===== src/sv/rsst_pkg.sv =====
`default_nettype none

package rsst_pkg;

   localparam int LEAVES    = 1024;
   localparam int LEAF_BITS = $clog2(LEAVES);
   localparam int NODES     = 2 * LEAVES;
   localparam int NODE_BITS = LEAF_BITS + 1;
   localparam int WALK_BITS = NODE_BITS + 1;
   localparam int SIZE_BITS = LEAF_BITS + 1;
   localparam int SUM_BITS  = 32;
   localparam int REQ_BITS  = 64;
   localparam int CSR_ABITS = 3;

   localparam logic OP_ADD   = 1'b0;
   localparam logic OP_QUERY = 1'b1;

   localparam logic [CSR_ABITS-1:0] CSR_ACTIVE_SIZE = CSR_ABITS'(0);

   localparam logic [SIZE_BITS-1:0] SIZE_RESET = SIZE_BITS'(LEAVES);

   typedef struct packed {
      logic                 wr_en;
      logic                 rd_en;
      logic [NODE_BITS-1:0] addr;
      logic [SUM_BITS-1:0]  wdata;
   } ram_req_type;

endpackage

`default_nettype wire


===== src/sv/rsst_ctrl.sv =====
`default_nettype none

module rsst_ctrl (
   input  wire                                   clock,
   input  wire                                   reset,
   input  wire                                   clear_start,
   input  wire  [rsst_pkg::SIZE_BITS-1:0]        active_size,
   input  wire                                   req_valid,
   output logic                                  req_ready,
   input  wire                                   req_opcode,
   input  wire  [rsst_pkg::LEAF_BITS-1:0]        req_leaf_index,
   input  wire  [rsst_pkg::SUM_BITS-1:0]         req_add_value,
   input  wire  [rsst_pkg::LEAF_BITS-1:0]        req_range_low,
   input  wire  [rsst_pkg::LEAF_BITS-1:0]        req_range_high,
   output logic                                  rsp_valid_ff,
   input  wire                                   rsp_ready,
   output logic [rsst_pkg::SUM_BITS-1:0]         rsp_data_ff,
   output rsst_pkg::ram_req_type                 ram_req,
   input  wire  [rsst_pkg::SUM_BITS-1:0]         ram_rd_data
);

   typedef enum logic [2:0] {
      S_CLR, S_IDLE, S_AR, S_AW, S_QA, S_QB, S_DONE
   } state_type;

   state_type                           state_ff, state_in;
   logic [rsst_pkg::NODE_BITS-1:0]      ptr_ff, ptr_in;
   logic [rsst_pkg::WALK_BITS-1:0]      a_ff, a_in, b_ff, b_in, b_dec;
   logic [rsst_pkg::SUM_BITS-1:0]       acc_ff, acc_in, value_ff, value_in, sum;
   logic                                pend_ff, pend_in;
   logic                                rsp_valid_in;
   logic [rsst_pkg::SUM_BITS-1:0]       rsp_data_in;
   logic [rsst_pkg::SIZE_BITS-1:0]      eff_size;
   logic [rsst_pkg::LEAF_BITS-1:0]      last_leaf, leaf_clip, high_clip;

   always_comb begin
      if (active_size == '0) begin
         eff_size = rsst_pkg::SIZE_BITS'(1);
      end else if (active_size > rsst_pkg::SIZE_BITS'(rsst_pkg::LEAVES)) begin
         eff_size = rsst_pkg::SIZE_BITS'(rsst_pkg::LEAVES);
      end else begin
         eff_size = active_size;
      end
   end

   assign last_leaf = rsst_pkg::LEAF_BITS'(eff_size - rsst_pkg::SIZE_BITS'(1));
   assign leaf_clip = ({1'b0, req_leaf_index} >= eff_size) ? last_leaf : req_leaf_index;
   assign high_clip = ({1'b0, req_range_high} >= eff_size) ? last_leaf : req_range_high;

   // shared adder: leaf/ancestor update or query accumulate
   assign sum = ram_rd_data + ((state_ff == S_AW) ? value_ff : acc_ff);

   assign req_ready = (state_ff == S_IDLE);
   assign b_dec     = b_ff - rsst_pkg::WALK_BITS'(1);

   always_comb begin
      state_in     = state_ff;
      ptr_in       = ptr_ff;
      a_in         = a_ff;
      b_in         = b_ff;
      value_in     = value_ff;
      pend_in      = 1'b0;
      acc_in       = pend_ff ? sum : acc_ff;
      rsp_data_in  = rsp_data_ff;
      rsp_valid_in = rsp_valid_ff & ~rsp_ready;
      ram_req      = '0;

      case (state_ff)
         S_CLR: begin
            ram_req.wr_en = 1'b1;
            ram_req.addr  = ptr_ff;
            ptr_in        = ptr_ff + rsst_pkg::NODE_BITS'(1);
            if (ptr_ff == rsst_pkg::NODE_BITS'(rsst_pkg::NODES - 1)) begin
               state_in = S_IDLE;
            end
         end
         S_IDLE: begin
            if (req_valid) begin
               if (req_opcode == rsst_pkg::OP_ADD) begin
                  ptr_in   = {1'b1, leaf_clip};
                  value_in = req_add_value;
                  state_in = S_AR;
               end else begin
                  a_in     = {2'b01, req_range_low};
                  b_in     = {2'b01, high_clip} + rsst_pkg::WALK_BITS'(1);
                  acc_in   = '0;
                  state_in = S_QA;
               end
            end
         end
         S_AR: begin
            ram_req.rd_en = 1'b1;
            ram_req.addr  = ptr_ff;
            state_in      = S_AW;
         end
         S_AW: begin
            ram_req.wr_en = 1'b1;
            ram_req.addr  = ptr_ff;
            ram_req.wdata = sum;
            ptr_in        = ptr_ff >> 1;
            state_in      = (ptr_ff == rsst_pkg::NODE_BITS'(1)) ? S_IDLE : S_AR;
         end
         S_QA: begin
            if (a_ff >= b_ff) begin
               state_in = S_DONE;
            end else begin
               if (a_ff[0]) begin
                  ram_req.rd_en = 1'b1;
                  ram_req.addr  = a_ff[rsst_pkg::NODE_BITS-1:0];
                  a_in          = a_ff + rsst_pkg::WALK_BITS'(1);
                  pend_in       = 1'b1;
               end
               state_in = S_QB;
            end
         end
         S_QB: begin
            a_in = a_ff >> 1;
            if (b_ff[0]) begin
               ram_req.rd_en = 1'b1;
               ram_req.addr  = b_dec[rsst_pkg::NODE_BITS-1:0];
               pend_in       = 1'b1;
               b_in          = b_dec >> 1;
            end else begin
               b_in = b_ff >> 1;
            end
            state_in = S_QA;
         end
         S_DONE: begin
            if (!rsp_valid_ff || rsp_ready) begin
               rsp_data_in  = acc_ff;
               rsp_valid_in = 1'b1;
               state_in     = S_IDLE;
            end
         end
         default: begin
            state_in = S_CLR;
            ptr_in   = '0;
         end
      endcase

      if (clear_start) begin
         state_in = S_CLR;
         ptr_in   = '0;
      end
   end

   always_ff @(posedge clock) begin
      if (reset) begin
         state_ff     <= S_CLR;
         ptr_ff       <= '0;
         pend_ff      <= 1'b0;
         rsp_valid_ff <= 1'b0;
      end else begin
         state_ff     <= state_in;
         ptr_ff       <= ptr_in;
         pend_ff      <= pend_in;
         rsp_valid_ff <= rsp_valid_in;
      end
      a_ff        <= a_in;
      b_ff        <= b_in;
      acc_ff      <= acc_in;
      value_ff    <= value_in;
      rsp_data_ff <= rsp_data_in;
   end

endmodule

`default_nettype wire


===== config.mk =====
export PLATFORM = sky130hd
export DESIGN_NAME = rsst_ctrl
export DESIGN_NICKNAME = d
export VERILOG_FILES = /design/src/sv/rsst_pkg.sv /design/src/sv/rsst_ctrl.sv
export SDC_FILE = /design/constraint.sdc
export NUM_CORES = 1
export LEC_CHECK = 0
export BUFFER_PORTS_ARGS = -buffer_cell sky130_fd_sc_hd__buf_4
export CAP_MARGIN = 20
export CORE_UTILIZATION = 32
export CTS_CLUSTER_DIAMETER = 120
export CTS_CLUSTER_SIZE = 40
export DETAILED_ROUTE_END_ITERATION = 12
export GPL_ROUTABILITY_DRIVEN = 0
export PLACE_DENSITY_LB_ADDON = 0.2
export SYNTH_ARGS = -nofsm -noshare
export SYNTH_HDL_FRONTEND = slang
export SYNTH_SLANG_ARGS = --single-unit
export TNS_END_PERCENT = 10

===== constraint.sdc =====
create_clock -name clock -period 10.8 [get_ports clock]
set_input_delay 0 -clock clock [delete_from_list [all_inputs] [get_ports clock]]
set_output_delay 0 -clock clock [all_outputs]
set_load 0.01 [all_outputs]

==> After elaboration in Yosys (flattened, before gate mapping) <==
Cells that the tools add are included.
{ "op_classes": {"addsub": 6, "n_mul": 0, "div": 0, "n_lt_le_gt_ge": 4, "eq_ne": 15, "shifts": 0, "n_mux": 41, "n_bitwise": 4, "reduce_logical": 17} }
{ "ops": {"columns": ["operator", "count"], "rows": [
  ["$mux 32", 6],
  ["$mux 12", 9],
  ["$mux 11", 5],
  ["$pmux 11 s4", 1],
  ["$pmux 12 s3", 1],
  ["$pmux 11 s3", 1],
  ["$add 32x32->32", 1],
  ["$pmux 12 s2", 1],
  ["$ge 10x11->1", 2],
  ["$pmux 3 s7", 1],
  ["$mux 10", 2],
  ["$add 11x1->12 const B", 1],
  ["$add 12x1->12 const B", 1],
  ["$ge 12x12->1", 1],
  ["$mux 3", 4],
  ["$ne 2x2->1 const B", 6],
  ["$reduce_and 3->1", 4],
  ["$sub 12x1->12 const B", 1],
  ["$add 11x1->11 const B", 1],
  ["$eq 11x1->1 const B", 1],
  ["$eq 11x11->1 const B", 1],
  ["$gt 11x11->1 const B", 1],
  ["$logic_not 11->1", 1],
  ["$sub 10x1->10 const B", 1],
  ["21 further kinds", 33]
]} }
{ "totals": {"reg_bits": 136, "latch_bits": 0, "ramBits": 0, "rom_bits": 0, "inputBits": 111, "out_inout_bits": 79, "elab_cells": 97, "n_memories": 0} }

==> Longest topological paths before layout <==
{ "depth": {"word_depth": 9, "mapped_depth": 19, "mapped_depth_nobuf": 18} }

==> Least setup slack after synthesis <==
Ideal clock, no wire load.
{ "synth_path": {"path_type": "in2reg", "startpoint": "input active_size[2] (netlist name)", "endpoint": "register b_ff[8] (netlist name), data pin", "setup_ps": 152, "arrival_ps": 3654, "t_required_ps": 10648, "slack_ps": 6994, "stages": 19, "n_path_buf": 1, "cell_sequence": "nor4_4 a41oi_1 nor2_1 ha_1 nand2b_1 a31oi_1 o21ai_0 a21oi_2 buf_2 nor2_1 a21oi_1 ha_1 inv_1 a211oi_2 nand4_1 mux2_4 o21ai_1 or3b_1 a22oi_2"} }
{ "synth_between": {"elab_chain_len": 9, "word_cells_on_any_way": 11, "cone_classes": "add/sub (2); order compare (2); mux (6); reduce/logical (1)"} }
{ "synth_lines": {"columns": ["item", "line", "rtl"], "rows": [
  ["start, declared", "rsst_ctrl.sv:7", "input wire [rsst_pkg::SIZE_BITS-1:0] active_size,"],
  ["$gt 11x11->1", "rsst_ctrl.sv:39", "end else if (active_size > rsst_pkg::SIZE_BITS'(rsst_pkg::LEAVES)) begin"],
  ["$mux 11", "rsst_ctrl.sv:39", null],
  ["$mux 11 *", "rsst_ctrl.sv:37", "if (active_size == '0) begin"],
  ["$sub 10x1->10 or $ge 10x11->1 (tied branches)", "rsst_ctrl.sv:46, rsst_ctrl.sv:48", null],
  ["$mux 10 *", "rsst_ctrl.sv:48", "assign high_clip = ({1'b0, req_range_high} >= eff_size) ? last_leaf : req_range_high;"],
  ["$add 11x1->12 *", "rsst_ctrl.sv:85", "b_in = {2'b01, high_clip} + rsst_pkg::WALK_BITS'(1);"],
  ["$mux 12 *", "rsst_ctrl.sv:79", "if (req_opcode == rsst_pkg::OP_ADD) begin"],
  ["$mux 12 *", "rsst_ctrl.sv:78", "if (req_valid) begin"],
  ["$pmux 12 s2 *", "rsst_ctrl.sv:68", "case (state_ff)"],
  ["named net b_in (one bit)", "rsst_ctrl.sv:28", "logic [rsst_pkg::WALK_BITS-1:0] a_ff, a_in, b_ff, b_in, b_dec;"],
  ["end signal, assigned", "rsst_ctrl.sv:160", "b_ff <= b_in;"],
  ["end, declared", "rsst_ctrl.sv:28", null]
]} }
Mark *: on every way through the listed nets, which the timed path passes. The rest lies on a longest branch. The select of a mux whose other input is x is not followed.
A chain may end at the register's enable or synchronous reset.

==> impl_metrics.toml <==
[outcome]
outcome = "completed"

[detailed_routing]
ant_nets = 0
drc = 0
wire_per_inst_um = 17.1
first_iter_violations = 508
avgViaCountPerCell = 5.17
vias = 8773
routed_wl_mm = 29.0
first_pass_iters = 5

[timing]
hold_viol = 0
max_freq_ghz = 0.229
timing.final.crit_share_pct = 40.4
setup_viol = 0
rsz0062_at_grt = "no"
tightestPinTransition_ns = 0.931
slew_viol_final = 0
relSlewSlack_pct = 37.8
period_minus_slack_ns = 4.36
tns_ns = 0
clock-skew-final_ns = 0.0183
fin_worst_hold_slack_ns = 0.0291

[yosys]
synth_flop_cell = "edfxtp_1"
yosysWarnings = 0
synth_top_area_cell = "edfxtp_1"
synth_fp_nets = 1274
synth_seq_area_share_pct = 37.8
async_flop_share_pct = 0
ys_top_cells_by_area = "edfxtp_1 (28%), dfxtp_1 (10%), ha_1 (8.8%)"
synth_top_area_share_pct = 27.7
postSynthAreaPerCell_um2 = 8.72
syn-instance-count = 1095
ys_seq_elements = 136
synth_enable_flop_cells = 88
synth_cell_type_count = 81
syn-cell-area_um2 = 9550

[power_and_ir_drop]
p_leak_nw = 5.28
switching_share_pct = 27.0
p_int_mw = 1.12
clockPowerShare_pct = 42.5
power_frac_seq_pct = 37.5
p_sw_uw = 416
ir_drop_mv = 0.110
combPwrFrac_pct = 20.0
power.density_nw_per_um2 = 123

[finish]
n_fill_cell = 2902
antenna_cells = 0
seq_area_um2 = 3600
layout_common_cells = "buf_4 (198), nand2_1 (178), edfxtp_1 (88), nor2_1 (85), a21oi_1 (74)"
drive_gt1_share_pct = 20.1
syn2layout_area_growth_pct = 30.7
fin_nets = 1480
multiInputGateArea_um2 = 5600
mostFrequentLayoutCell = "buf_4"

[worst_hold_path]
hp-class = "in2reg"

[clocking]
cts_tree = "built"
clkTransAtPathRegs_ns = 0.06
h-tree-depth = 4
cts_max_path_buffers = 2
clock_latency_ns = 0.43
clock_sinks = 136
root_buffer = "clkbuf_16"
cts_buffers = 17

[setup_path]
slowest_delay_ns = 0.66
cp-end-kind = "output pin"
startpoint_type = "register"
slowest_stage = "dfxtp_1"
critical_path_class = "reg2out"
crit_top_cell = "nand2_1"
cp.arrival_ns = 4.36
crit_fanout = 31
cp.required_ns = 10.80
path_cells = "and3b_2 -> nand2_1 -> nand2_1 -> ha_1 -> inv_1 -> fa_1 -> nor2b_1 -> o31a_1 -> o21a_1 -> nand2b_4 -> a2111oi_4 -> o311ai_0 -> xnor2_1 -> nor2_1 -> buf_4"

[placement]
port_buffers = 189
hpwl_mm = 21.1

[global_routing]
overflow = 0
antenna_found_initial = 0
globalRouteTotalUtil_pct = 18.7
grt_max_degree = 50
grt_first_pass_wirelength_mm = 45.1
grt_pass1_vias = 8294

[job]
cap_viol_max_count = 0

[floorplanning]
coreArea_um2 = 29000
start_util_pct = 32.9
num_rows = 62
die_w_um = 175
die_area_um2 = 30500
ios = 190
fp.dieH_um = 175
-- per-layer routing --
layer | wire (µm) | vias up | global-route usage [%]
met1 | 14200 | 4107 | 26.1
met2 | 13300 | 244 | 29.9
met5 | 0 | - | 0
met4 | 331 | 0 | 4.46
met3 | 1200 | 18 | 3.20
li1 | - | 4404 | -
-- final timing paths --
path              cells after the start  slack, ns              to        start
setup / recovery                     15       6.44     ram_req[20]  state_ff[0]
hold / removal                        4       0.03    rsp_valid_ff    rsp_ready
setup reg to reg                     13       6.86      acc_ff[27]  state_ff[0]
hold reg to reg                       0       0.46  rsp_data_ff[5]    acc_ff[5]
-- per-stage QoR --
stage          cell area, µm²  std cells  power (mW)  util [%]  worst slack, ns
6_report                12500       1698        1.54      43.0             6.44
5_1_grt                 12500       1698        1.61      43.0             6.05
4_1_cts                 12400       1695        1.55      42.8             6.42
3_5_place_dp            11300       1617       0.879      39.0             6.59
3_3_place_gp            11300       1616       0.877      38.9             6.72
2_1_floorplan            9550       1095       0.789         -             6.99
-- power groups by stage --
stage | clock, mW | combinational [mW] | sequential, mW
after floorplan | 0 | 0.204 | 0.585
after global placement | 0 | 0.289 | 0.588
after detailed placement | 0 | 0.291 | 0.588
after CTS | 0.666 | 0.307 | 0.577
after global routing | 0.687 | 0.341 | 0.579
final | 0.654 | 0.308 | 0.577
-- final cells by class --
type / count / share of cell area (%)
Multi-Input combinational cell: 866 / 44.9
Sequential cell: 136 / 28.9
Timing Repair Buffer: 248 / 16.2
Tap cell: 384 / 3.85
Clock buffer: 18 / 3.44
Clock inverter: 14 / 1.76
Inverter: 32 / 0.963
-- flip-flops by register name (all words and copies together), names as in the netlist, 3 cells and up --
signal / flops
a_ff: 12
ptr_ff: 11
state_ff: 3
rsp_data_ff: 32
acc_ff: 32
value_ff: 32
b_ff: 12
-- Yosys cell counts, types with 4 or more instances --
cell and n:
and4_1 5, and3_1 18, nor2_1 87, dfxtp_1 48, nand4_1 12, a21o_1 24, xnor2_1 25, and2_1 19
o21a_1 12, or2_2 4, or3_1 8, nand3_1 27, mux2i_1 30, inv_1 31, a211oi_1 14, buf_1 4
a21oi_1 74, edfxtp_1 88, nand2b_1 20, mux2_2 4, o211ai_1 9, o31ai_1 4, a221oi_1 7, o22ai_1 6
clkbuf_1 48, nor2b_1 9, a22oi_1 9, ha_1 67, a32oi_1 10, xor2_1 20, buf_2 9, a211o_1 6
nor3_1 19, nand2_1 178, a31oi_1 8, o21ai_0 62, o21ai_1 4, nor3b_1 6
-- worst max-delay path: cells and delay by family (launching register included) --
| family | cells | cell delay, ns |
|---|---|---|
| compound gates | 4 | 1.01 |
| xor+xnor | 1 | 0.11 |
| fa+ha+maj | 2 | 0.57 |
| buf+inv | 2 | 0.21 |
| flops | 1 | 0.66 |
| simple gates | 6 | 1.38 |
-- logic make-up after synthesis --
group / synth area share, %
adders and majority gates: 8.99
xor gates and xnor gates: 4.13
buffers and inverters: 3.77
muxes: 3.78
AOI/OAI and AO/OA: 20.0
and+or+nand+nor: 21.5
DFF: 37.8
-- timing repair --
action,CTS,global route
hold buffers,46,0
resized for setup,0,0
hold endpoints to repair,47,0
buffers inserted,0,0
No activity file was read; power rests on OpenSTA's default activity.
